<file path="config.mk">
export PLATFORM = sky130hd
export DESIGN_NAME = mouse_motion_direction_events
export DESIGN_NICKNAME = d
export VERILOG_FILES = /design/src/rtl/mmde_pkg.sv /design/src/rtl/mmde_motion.sv /design/src/rtl/mmde_tracker.sv /design/src/rtl/mouse_motion_direction_events.sv
export SDC_FILE = /design/constraint.sdc
export NUM_CORES = 1
export LEC_CHECK = 0
export BUFFER_PORTS_ARGS = -buffer_cell sky130_fd_sc_hd__buf_4
export CAP_MARGIN = 10
export CORE_UTILIZATION = 55
export CTS_CLUSTER_SIZE = 24
export DETAILED_ROUTE_END_ITERATION = 6
export HOLD_SLACK_MARGIN = 0.05
export PLACE_DENSITY_LB_ADDON = 0.25
export SYNTH_ARGS = -nofsm -noshare
export SYNTH_HDL_FRONTEND = slang
export SYNTH_HIERARCHICAL = 1
export SYNTH_SLANG_ARGS = --single-unit
</file>
<file path="constraint.sdc">
create_clock -name aclk -period 11.4 [get_ports aclk]
set_input_delay 2.28 -clock aclk [delete_from_list [all_inputs] [get_ports aclk]]
set_output_delay 2.28 -clock aclk [all_outputs]
set_load 0.1 [all_outputs]
</file>
<file path="src/rtl/mmde_pkg.sv">
// Types and constants for the mouse motion direction event block.
// Depends on nothing; imported by every module of the block.
package mmde_pkg;

    localparam int BUTTON_COUNT = 32;

    localparam int MOVE_THRESHOLD_RESET = 16;
    localparam int RELEASE_TICKS_RESET  = 100;

    localparam int CFG_INDEX_W = 1;
    localparam int CFG_DATA_W  = 32;

    localparam logic [CFG_INDEX_W-1:0] REG_MOVE_THRESHOLD = 1'd0;
    localparam logic [CFG_INDEX_W-1:0] REG_RELEASE_TICKS  = 1'd1;

    localparam int S_TDATA_W = 40;
    localparam int M_TDATA_W = 16;

    typedef enum logic [1:0] {
        FUNC_MOTION   = 2'd0,
        FUNC_BTN_DOWN = 2'd1,
        FUNC_BTN_UP   = 2'd2,
        FUNC_TICK     = 2'd3
    } func_t;

    typedef enum logic [1:0] {
        KIND_NONE   = 2'd0,
        KIND_DIR    = 2'd1,
        KIND_BUTTON = 2'd2
    } kind_t;

    typedef enum logic [1:0] {
        DIR_N = 2'd0,
        DIR_E = 2'd1,
        DIR_S = 2'd2,
        DIR_W = 2'd3
    } dir_t;

    typedef struct packed {
        logic qualify;
        dir_t dir;
    } motion_t;

    typedef struct packed {
        kind_t       kind;
        logic [4:0]  code;
        logic        down;
        logic        second_valid;
        dir_t        second_dir;
    } evt_t;

endpackage

</file>
<file path="src/rtl/mmde_motion.sv">
// Squared-distance test and four-way direction classifier for one motion.
// Depends on mmde_pkg.
module mmde_motion (
    input  logic [15:0]       stored_x,
    input  logic [15:0]       stored_y,
    input  logic [15:0]       pos_x,
    input  logic [15:0]       pos_y,
    input  logic [31:0]       move_threshold,
    output mmde_pkg::motion_t result
);
    import mmde_pkg::*;

    logic [16:0] dx;
    logic [16:0] dy;
    logic [16:0] neg_dx;
    logic [16:0] neg_dy;
    logic [15:0] ax;
    logic [15:0] ay;
    logic [31:0] sq_x;
    logic [31:0] sq_y;
    logic [32:0] mag;
    logic        dx_pos;
    logic        dy_pos;

    // differences are stored minus new position
    assign dx     = {1'b0, stored_x} - {1'b0, pos_x};
    assign dy     = {1'b0, stored_y} - {1'b0, pos_y};
    assign neg_dx = 17'd0 - dx;
    assign neg_dy = 17'd0 - dy;
    assign ax     = dx[16] ? neg_dx[15:0] : dx[15:0];
    assign ay     = dy[16] ? neg_dy[15:0] : dy[15:0];
    assign sq_x   = ax * ax;
    assign sq_y   = ay * ay;
    assign mag    = {1'b0, sq_x} + {1'b0, sq_y};
    assign dx_pos = !dx[16] && (dx != 17'd0);
    assign dy_pos = !dy[16] && (dy != 17'd0);

    always_comb begin
        result.qualify = (mag >= {1'b0, move_threshold});
        // ties go to the vertical axis
        if (ax > ay) begin
            result.dir = dx_pos ? DIR_W : DIR_E;
        end else begin
            result.dir = dy_pos ? DIR_N : DIR_S;
        end
    end

endmodule

</file>
<file path="src/rtl/mmde_tracker.sv">
// Position, held-direction and idle-timer state with event decision logic.
// Depends on mmde_pkg and mmde_motion.
module mmde_tracker (
    input  logic                                aclk,
    input  logic                                aresetn,
    input  logic                                cfg_wr_en,
    input  logic [mmde_pkg::CFG_INDEX_W-1:0]    cfg_index,
    input  logic [mmde_pkg::CFG_DATA_W-1:0]     cfg_wdata,
    input  logic                                advance,
    input  mmde_pkg::func_t                     func,
    input  logic [15:0]                         pos_x,
    input  logic [15:0]                         pos_y,
    input  logic [7:0]                          button,
    output mmde_pkg::evt_t                      evt
);
    import mmde_pkg::*;

    logic [31:0] move_threshold_reg;
    logic [15:0] release_ticks_reg;

    logic        have_pos_reg, have_pos_next;
    logic [15:0] stored_x_reg, stored_x_next;
    logic [15:0] stored_y_reg, stored_y_next;
    logic        dir_held_reg, dir_held_next;
    dir_t        held_dir_reg, held_dir_next;
    logic [15:0] idle_count_reg, idle_count_next;

    motion_t     motion;

    mmde_motion u_motion (
        .stored_x       (stored_x_reg),
        .stored_y       (stored_y_reg),
        .pos_x          (pos_x),
        .pos_y          (pos_y),
        .move_threshold (move_threshold_reg),
        .result         (motion)
    );

    always_ff @(posedge aclk) begin
        if (!aresetn) begin
            move_threshold_reg <= 32'(MOVE_THRESHOLD_RESET);
            release_ticks_reg  <= 16'(RELEASE_TICKS_RESET);
        end else if (cfg_wr_en) begin
            case (cfg_index)
                REG_MOVE_THRESHOLD: move_threshold_reg <= cfg_wdata;
                REG_RELEASE_TICKS:  release_ticks_reg  <= cfg_wdata[15:0];
                default: ;
            endcase
        end
    end

    always_comb begin
        have_pos_next   = have_pos_reg;
        stored_x_next   = stored_x_reg;
        stored_y_next   = stored_y_reg;
        dir_held_next   = dir_held_reg;
        held_dir_next   = held_dir_reg;
        idle_count_next = idle_count_reg;
        evt             = '0;
        case (func)
            FUNC_MOTION: begin
                if (!have_pos_reg) begin
                    // first motion only records the position
                    have_pos_next = 1'b1;
                    stored_x_next = pos_x;
                    stored_y_next = pos_y;
                end else if (motion.qualify) begin
                    if (!dir_held_reg) begin
                        evt.kind = KIND_DIR;
                        evt.code = 5'(motion.dir);
                        evt.down = 1'b1;
                    end else if (motion.dir != held_dir_reg) begin
                        evt.kind         = KIND_DIR;
                        evt.code         = 5'(held_dir_reg);
                        evt.second_valid = 1'b1;
                        evt.second_dir   = motion.dir;
                    end
                    stored_x_next   = pos_x;
                    stored_y_next   = pos_y;
                    dir_held_next   = 1'b1;
                    held_dir_next   = motion.dir;
                    idle_count_next = 16'd0;
                end
            end
            FUNC_BTN_DOWN, FUNC_BTN_UP: begin
                if (button < 8'(BUTTON_COUNT)) begin
                    evt.kind = KIND_BUTTON;
                    evt.code = button[4:0];
                    evt.down = (func == FUNC_BTN_DOWN);
                end
            end
            FUNC_TICK: begin
                if (dir_held_reg && (idle_count_reg >= release_ticks_reg)) begin
                    evt.kind      = KIND_DIR;
                    evt.code      = 5'(held_dir_reg);
                    dir_held_next = 1'b0;
                end else if (idle_count_reg != 16'hFFFF) begin
                    // saturate at full scale
                    idle_count_next = idle_count_reg + 16'd1;
                end
            end
            default: ;
        endcase
    end

    always_ff @(posedge aclk) begin
        if (!aresetn) begin
            have_pos_reg   <= 1'b0;
            stored_x_reg   <= 16'd0;
            stored_y_reg   <= 16'd0;
            dir_held_reg   <= 1'b0;
            held_dir_reg   <= DIR_N;
            idle_count_reg <= 16'd0;
        end else if (advance) begin
            have_pos_reg   <= have_pos_next;
            stored_x_reg   <= stored_x_next;
            stored_y_reg   <= stored_y_next;
            dir_held_reg   <= dir_held_next;
            held_dir_reg   <= held_dir_next;
            idle_count_reg <= idle_count_next;
        end
    end

endmodule

</file>
<file path="src/rtl/mouse_motion_direction_events.sv">
// Top level of the mouse motion direction event block: input and result registers.
// Depends on mmde_pkg and mmde_tracker.
//
// Every input transaction yields exactly one result transaction. The block takes
// one item per clock cycle when the result side keeps up; an item passes through
// the input register and then the result register. The rate is set by the
// combinational state update in the tracker (two 16-bit squares, a 33-bit add
// and compare), which must finish before the next item is decided. Result kind
// 0 means no event; otherwise the result is a direction or button event, with
// an optional second direction press.
// Configuration writes are registered and take effect from the following cycle.
module mouse_motion_direction_events (
    input  logic                                aclk,
    input  logic                                aresetn,
    input  logic                                cfg_wr_en,
    input  logic [mmde_pkg::CFG_INDEX_W-1:0]    cfg_index,
    input  logic [mmde_pkg::CFG_DATA_W-1:0]     cfg_wdata,
    input  logic                                s_tvalid,
    output logic                                s_tready,
    // s_tdata: pos_x[15:0], pos_y[31:16], button[39:32]
    input  logic [mmde_pkg::S_TDATA_W-1:0]      s_tdata,
    // s_tuser: func[1:0]
    input  logic [1:0]                          s_tuser,
    output logic                                m_tvalid,
    input  logic                                m_tready,
    // m_tdata: primary_code[4:0], primary_down[5], second_valid[6],
    //          second_dir[8:7], zero fill[15:9]
    output logic [mmde_pkg::M_TDATA_W-1:0]      m_tdata,
    // m_tuser: primary_kind[1:0]
    output logic [1:0]                          m_tuser
);
    import mmde_pkg::*;

    logic        in_valid_reg;
    func_t       func_reg;
    logic [15:0] pos_x_reg;
    logic [15:0] pos_y_reg;
    logic [7:0]  button_reg;

    logic        out_valid_reg;
    evt_t        evt_reg;
    evt_t        evt;

    logic        s_accept;
    logic        advance;

    assign advance  = in_valid_reg && (!out_valid_reg || m_tready);
    assign s_tready = !in_valid_reg || advance;
    assign s_accept = s_tvalid && s_tready;

    always_ff @(posedge aclk) begin
        if (!aresetn) begin
            in_valid_reg <= 1'b0;
        end else if (s_accept) begin
            in_valid_reg <= 1'b1;
        end else if (advance) begin
            in_valid_reg <= 1'b0;
        end
    end

    always_ff @(posedge aclk) begin
        if (s_accept) begin
            func_reg   <= func_t'(s_tuser);
            pos_x_reg  <= s_tdata[15:0];
            pos_y_reg  <= s_tdata[31:16];
            button_reg <= s_tdata[39:32];
        end
    end

    mmde_tracker u_tracker (
        .aclk      (aclk),
        .aresetn   (aresetn),
        .cfg_wr_en (cfg_wr_en),
        .cfg_index (cfg_index),
        .cfg_wdata (cfg_wdata),
        .advance   (advance),
        .func      (func_reg),
        .pos_x     (pos_x_reg),
        .pos_y     (pos_y_reg),
        .button    (button_reg),
        .evt       (evt)
    );

    always_ff @(posedge aclk) begin
        if (!aresetn) begin
            out_valid_reg <= 1'b0;
        end else if (advance) begin
            out_valid_reg <= 1'b1;
        end else if (m_tready) begin
            out_valid_reg <= 1'b0;
        end
    end

    always_ff @(posedge aclk) begin
        if (advance) begin
            evt_reg <= evt;
        end
    end

    assign m_tvalid = out_valid_reg;
    assign m_tuser  = evt_reg.kind;
    assign m_tdata  = {7'd0, evt_reg.second_dir, evt_reg.second_valid,
                       evt_reg.down, evt_reg.code};

endmodule

</file>
==> results of run 1 <==
## cell usage in the layout (no fill, tap or decap), types with 7 or more instances in the layout
cell type,n
a21o_1,48
a21oi_1,131
a21oi_2,15
a31oi_1,10
and2_1,10
and3_1,15
buf_12,7
buf_4,468
buf_6,10
clkbuf_16,19
conb_1,7
dfxtp_1,102
edfxtp_1,53
fa_1,379
fa_2,11
ha_1,282
ha_4,8
inv_1,637
inv_2,17
nand2_1,267
nand2_2,21
nand2b_1,23
nand3_1,26
nand4_1,21
nor2_1,203
nor2_2,21
nor2b_1,15
nor3_1,18
o211ai_1,14
o21a_1,10
o21ai_0,37
o21ai_1,13
o21bai_1,9
or3_1,9
xnor2_1,50
xnor2_2,8
xor2_1,28
## logic make-up (layout without fill, tap and decap cells)
kind of cell	after synthesis	count (layout)
buffers and inverters	744	1179
AND/OR/NAND/NOR	709	709
adder cells (fa/ha/maj)	683	683
AO/OA/AOI/OAI	369	369
flip-flops	155	155
XOR/XNOR	93	93
multiplexers	3	3
other	1	7
## final cells by class
class / instances / share of cell area (%)
clock buffers: 21 / 1.68
clock inverters: 11 / 0.313
inverters: 659 / 8.27
multi-input cells: 1864 / 62.4
flip-flops and latches: 155 / 12.1
well taps: 585 / 2.44
repair buffers: 488 / 12.8
## per-layer routing
metal  share of wire (%)  up-vias  GRT usage (%)
met3                 6.3      140           4.79
met5                   0        -              0
met4                 4.0        0           13.1
li1                    -     9460              -
met2                  50      629           52.1
met1                  40     9902           37.5
## worst min-delay path by stage
stage                                      from                          endpoint  slack [ps]  depth (start not counted)
6_report              u_tracker/stored_x_reg[0]         u_tracker/stored_x_reg[0]         450                          2
5_1_grt         u_tracker/release_ticks_reg[13]   u_tracker/release_ticks_reg[13]         470                          2
4_1_cts               u_tracker/stored_x_reg[0]         u_tracker/stored_x_reg[0]         460                          2
3_5_place_dp     u_tracker/release_ticks_reg[9]    u_tracker/release_ticks_reg[9]         450                          2
3_3_place_gp          u_tracker/stored_x_reg[0]         u_tracker/stored_x_reg[0]         440                          2
2_1_floorplan  u_tracker/move_threshold_reg[10]  u_tracker/move_threshold_reg[10]         440                          2
## what timing repair did
item	4_1_cts	5_1_grt
gates resized for setup	59	87
setup endpoints to repair	58	58
setup buffers	17	19
cloned	3	0
pin swaps	88	61
## tightest hold or removal path, delay by kind of cell, from the launching register on
kind / cells / cell delay [ps]
flops: 1 / 310
simple gates: 1 / 50
compound gates: 1 / 50
## stage by stage
step	instances	util, %	worst slack, ps	setup TNS (ps)
final	3783	69.1	-502	-10000
after global routing	3783	69.1	-1030	-39180
after CTS	3764	67.9	-495	-10910
after detailed placement	3713	65.6	-754	-22920
after global placement	3713	65.6	-433	-8490
after floorplan	2763	-	2.62	0
==> impl_metrics.sql, run 1 <==
INSERT INTO impl_metrics (metric_group, metric, value, unit) VALUES
('logic_synthesis', 'synthSimpleGateAreaFrac', '13.0', '%'),
('logic_synthesis', 'ys_dominant_reg_cell', 'dfxtp_1', ''),
('final_layout', 'antenna_cells', '0', ''),
('logic_synthesis', 'synth_top_cell_by_area', 'fa_1', ''),
('logic_synthesis', 'synth_xor_xnor_area_share', '3.48', '%'),
('clock_tree', 'cts_max_path_buffers', '2', ''),
('final_layout', 'nets', '3948', ''),
('logic_synthesis', 'synth-adder-area-share', '46.9', '%'),
('timing', 'timing.max_slew.rel_slack', '20.9', '%'),
('logic_synthesis', 'combinational_family_with_the_most_area_after_synthesis', 'adder cells', ''),
('timing', 'post-route-period-util', '104', '%'),
('critical_path', 'crit_start', 'u_tracker/stored_x_reg[0]', ''),
('timing', 'skew', '17.4', 'ps'),
('clock_tree', 'root_buffer', 'clkbuf_16', ''),
('timing', 'final-setup-viol-count', '48', ''),
('route', 'initialDrtViolationCount', '1405', ''),
('clock_tree', 'cts_tree', 'done', ''),
('critical_path', 'ff2ff_path_depth', '49', ''),
('floorplanning', 'fp.dieArea', '0.0454', 'mm^2'),
('route', 'detail_route.vias_per_cell', '5.32', ''),
('critical_path', 'cpLargestDelayFamily', 'adder cells', ''),
('floorplanning', 'floorplan.rows', '76', ''),
('timing', 'maxSlewViolCount', '0', ''),
('final_layout', 'stdcell_area', '0.0300', 'mm^2'),
('grt', 'grt_pass1_wl', '106000', 'um'),
('route', 'detail_route.first_pass.iterations', '5', ''),
('timing', 'fmax', '84.0', 'MHz'),
('logic_synthesis', 'synth.mux.area_fraction', '0.128', '%'),
('critical_path', 'timing.setup.critical_path_class', 'flop to flop', ''),
('logic_synthesis', 'per_instance_average_area_after_synthesis', '8.88', 'um^2'),
('status', 'run_status', 'finished, violations left', ''),
('final_layout', 'drive_gt1_share', '22.1', '%'),
('route', 'drt-wirelength-per-cell', '17.3', 'um'),
('critical_path', 'combined_buffer_and_inverter_count_along_the_critical_path', '10', ''),
('logic_synthesis', 'synthCells', '2757', ''),
('placement', 'post-dp-hpwl', '55000', 'um'),
('critical_path', 'rrSetupSlack', '-500', 'ps'),
('final_layout', 'layout_filler_cell_count', '3381', ''),
('status', 'failed_checks', 'setup timing', ''),
('timing', 'post-route-worst-setup-slack', '-502', 'ps'),
('placement', 'gp_routability_congestion', '0.959', ''),
('floorplanning', 'ioPinCount', '100', ''),
('route', 'vias', '20131', ''),
('critical_path', 'worst_setup_path_start_kind', 'flop', ''),
('critical_path', 'crit_slowest_cell', 'fa_1', ''),
('final_layout', 'flip_flop_and_latch_area', '0.00363', 'mm^2'),
('placement', 'placement.cell_area', '0.0285', 'mm^2'),
('critical_path', 'critical_path.endpoint_type', 'flop', ''),
('logic_synthesis', 'fraction_of_the_yosys_area_taken_by_sequential_cells', '14.8', '%'),
('clock_tree', 'insertion_delay', '450', 'ps'),
('logic_synthesis', 'post_synth_most_frequent_cells', 'inv_1 (648), fa_1 (390), ha_1 (293)', ''),
('floorplanning', 'placeableCoreArea', '0.0435', 'mm^2'),
('logic_synthesis', 'synth_top_cell_area_share', '31.9', '%'),
('timing', 'rsz0062_at_grt', 'true', ''),
('critical_path', 'timing.rr.start', 'u_tracker/stored_x_reg[0]', ''),
('timing', 'hold-worst-slack', '453', 'ps'),
('logic_synthesis', 'synth-seq-cells', '155', ''),
('grt', 'first_global_vias', '21403', ''),
('critical_path', 'cpPeakStageDelay', '560', 'ps'),
('critical_path', 'cp_max_fo', '8', ''),
('route', 'routed_wl', '65500', 'um'),
('critical_path', 'worst_ep_required_time', '11760', 'ps'),
('final_layout', 'syn2layout_area_growth', '22.7', '%'),
('clock_tree', 'cts_inserted_buffers', '17', ''),
('clock_tree', 'clk_pin_slew', '70', 'ps'),
('logic_synthesis', 'yosys-top-cells-area', 'fa_1 (32%), ha_1 (15%), inv_1 (9.9%)', ''),
('clock_tree', 'hold_buffers', '0', ''),
('placement', 'placement.io_buffers', '92', ''),
('timing', 'tightestPinTransition', '1190', 'ps'),
('grt', 'grtUsageTotal', '30.3', '%'),
('floorplanning', 'die_width', '213', 'um');
Power of run 1 is not shown: default switching activity piles up to over one toggle a cycle in this logic, so the estimate is an artifact.
==> inputs of run 2 (changes only) <==
CTS_BUF_LIST = sky130_fd_sc_hd__clkbuf_4 sky130_fd_sc_hd__clkbuf_8   (was unset)
==> run 2 against run 1 <==
Wire length barely moved. Setup slack got worse by 1.1 ps. Count of clock-buffer cells in the layout fell by 2. The run still ends with setup timing left. Utilization fell by 0.41 points. Highest routed layer unchanged. Global-route usage fell by 0.062 points. Maximum frequency barely moved. Non-clock buffer count fell by 2.
==> impl_metrics.sql, run 2 (same netlist as run 1, synthesis figures left out) <==
INSERT INTO impl_metrics (metric_group, metric, value, unit) VALUES
('floorplanning', 'ioPinCount', '100', ''),
('timing', 'report.final.hold_viol_count', '0', ''),
('clock_tree', 'hold_buffers', '0', ''),
('floorplanning', 'fp.dieArea', '0.0454', 'mm^2'),
('grt', 'first_global_vias', '21377', ''),
('final_layout', 'final_util', '68.7', '%'),
('final_layout', 'final_common_cell', 'inv_1', ''),
('grt', 'grt_antenna_before_repair', '2', ''),
('timing', 'skew', '25.1', 'ps'),
('timing', 'post-route-period-util', '104', '%'),
('placement', 'gp_routability_congestion', '0.959', ''),
('critical_path', 'worst_ep_required_time', '11810', 'ps'),
('critical_path', 'worst_setup_path_start_kind', 'flop', ''),
('floorplanning', 'chipHeight', '213', 'um'),
('route', 'detail_route.vias_per_cell', '5.32', ''),
('timing', 'rsz0062_at_grt', 'true', ''),
('final_layout', 'layout_filler_cell_count', '3402', ''),
('timing', 'fmax', '84.0', 'MHz'),
('timing', 'post-route-worst-setup-slack', '-503', 'ps'),
('route', 'routed_wl', '65500', 'um'),
('route', 'drcViolationCount', '0', ''),
('critical_path', 'critical-path-top-cell-by-count', 'fa_1', ''),
('route', 'antenna_left', '0', ''),
('final_layout', 'nets', '3946', ''),
('floorplanning', 'placeableCoreArea', '0.0435', 'mm^2'),
('clock_tree', 'cts_max_path_buffers', '2', ''),
('timing', 'timing.max_slew.rel_slack', '22.2', '%'),
('flow_run', 'timing.max_cap.violations', '0', ''),
('timing', 'tightestPinTransition', '1170', 'ps'),
('final_layout', 'flip_flop_and_latch_area', '0.00363', 'mm^2'),
('clock_tree', 'clk_pin_slew', '90', 'ps'),
('final_layout', 'number_of_flip_flops_under_the_largest_register_name', '32', ''),
('final_layout', 'multiInputGateArea', '0.0188', 'mm^2'),
('route', 'initialDrtViolationCount', '1336', ''),
('route', 'vias', '20130', ''),
('grt', 'gr-total-overflow', '0', ''),
('status', 'run_status', 'finished, violations left', ''),
('final_layout', 'syn2layout_area_growth', '21.9', '%'),
('placement', 'post-dp-hpwl', '55000', 'um'),
('floorplanning', 'start_util', '56.3', '%'),
('route', 'detail_route.first_pass.iterations', '5', ''),
('timing', 'final-setup-viol-count', '53', ''),
('clock_tree', 'cts_tree', 'done', ''),
('clock_tree', 'clock_sink_count', '155', ''),
('route', 'drt-wirelength-per-cell', '17.3', 'um'),
('critical_path', 'critical_path.endpoint_type', 'flop', ''),
('grt', 'grt_start_max_net_pins', '89', ''),
('floorplanning', 'floorplan.rows', '76', ''),
('status', 'failed_checks', 'setup timing', ''),
('placement', 'placement.io_buffers', '92', ''),
('critical_path', 'signal_arrival_time_at_the_worst_endpoint', '12310', 'ps'),
('timing', 'maxSlewViolCount', '0', ''),
('critical_path', 'cp_max_fo', '8', ''),
('floorplanning', 'die_width', '213', 'um'),
('hold_path', 'timing.hold.worst.class', 'flop to flop', ''),
('clock_tree', 'cts_inserted_buffers', '17', ''),
('clock_tree', 'cts.htree.levels', '4', ''),
('clock_tree', 'root_buffer', 'clkbuf_8', ''),
('critical_path', 'crit_slowest_cell', 'fa_1', ''),
('timing', 'finalWorstPathRequiredPeriod', '11900', 'ps'),
('grt', 'grt_pass1_wl', '105000', 'um'),
('final_layout', 'drive_gt1_share', '22.3', '%'),
('grt', 'grtUsageTotal', '30.2', '%'),
('critical_path', 'timing.setup.critical_path_class', 'flop to flop', ''),
('critical_path', 'cpPeakStageDelay', '590', 'ps'),
('clock_tree', 'insertion_delay', '490', 'ps'),
('final_layout', 'final_cell_mix', 'inv_1 (638), buf_4 (467), fa_1 (379)', '');
[run 2: cell count changes in the layout (fill, tap and decap cells not counted), sizes merged]
cell	previous run	this run
clkbuf	21	19
bufinv	0	2
buf	488	486
diode	0	2
[run 2: per-stage QoR]
step / cells / area (um^2) / setup TNS (ps) / setup WS (ps) / hold WS (ps)
finish: 3783 / 29800 / -11290 / -503 / 456
global route: 3781 / 29800 / -39930 / -1010 / 475
CTS: 3763 / 29300 / -11070 / -495 / 458
detailed placement: 3713 / 28500 / -22920 / -754 / 447
global placement: 3713 / 28500 / -8490 / -433 / 443
floorplan: 2763 / 24700 / 0 / 2.62 / 436
[run 2: repair_timing]
action,in CTS,in global routing
setup buffers,16,20
endpoints found under the setup margin,58,58
gates cloned,3,0
pin swaps,89,57
resized for setup,60,102
[run 2: routing by layer]
| metal | vias to the layer above | track usage [%] | wire length (um) |
|---|---|---|---|
| met5 | - | 0 | 0 |
| met4 | 0 | 15.2 | 3220 |
| met3 | 165 | 5.22 | 4210 |
| met2 | 617 | 51.1 | 32400 |
| met1 | 9906 | 37.1 | 25700 |
| li1 | 9442 | - | - |
[run 2: layout make-up]
type / instances / area share [%]
clock inverters: 13 / 0.516
inverters: 659 / 8.32
flip-flops and latches: 155 / 12.2
well taps: 585 / 2.45
multi-input cells: 1864 / 62.9
repair buffers: 486 / 12.8
diodes: 2 / 0.0168
clock buffers: 19 / 0.876
[run 2: path summary, 6_finish.rpt]
kind / slack [ps] / depth (start not counted) / end / startpoint
setup / recovery: -500 / 48 / u_tracker/idle_count_reg[11] / u_tracker/stored_x_reg[0]
hold / removal: 460 / 2 / u_tracker/stored_x_reg[0] / u_tracker/stored_x_reg[0]
setup reg to reg: -500 / 48 / u_tracker/idle_count_reg[11] / u_tracker/stored_x_reg[0]
hold reg to reg: 460 / 2 / u_tracker/stored_x_reg[0] / u_tracker/stored_x_reg[0]
[run 2: worst max-delay path, delay by kind of cell, from the launching register on]
kind | cells | cell delay (ps)
adders and majority gates | 12 | 5130
xor gates and xnor gates | 3 | 430
buffers and inverters | 12 | 1390
AOI/OAI and AO/OA | 13 | 2420
and+or+nand+nor | 8 | 2100
DFF | 1 | 310
Power of run 2 is left out for the same reason.
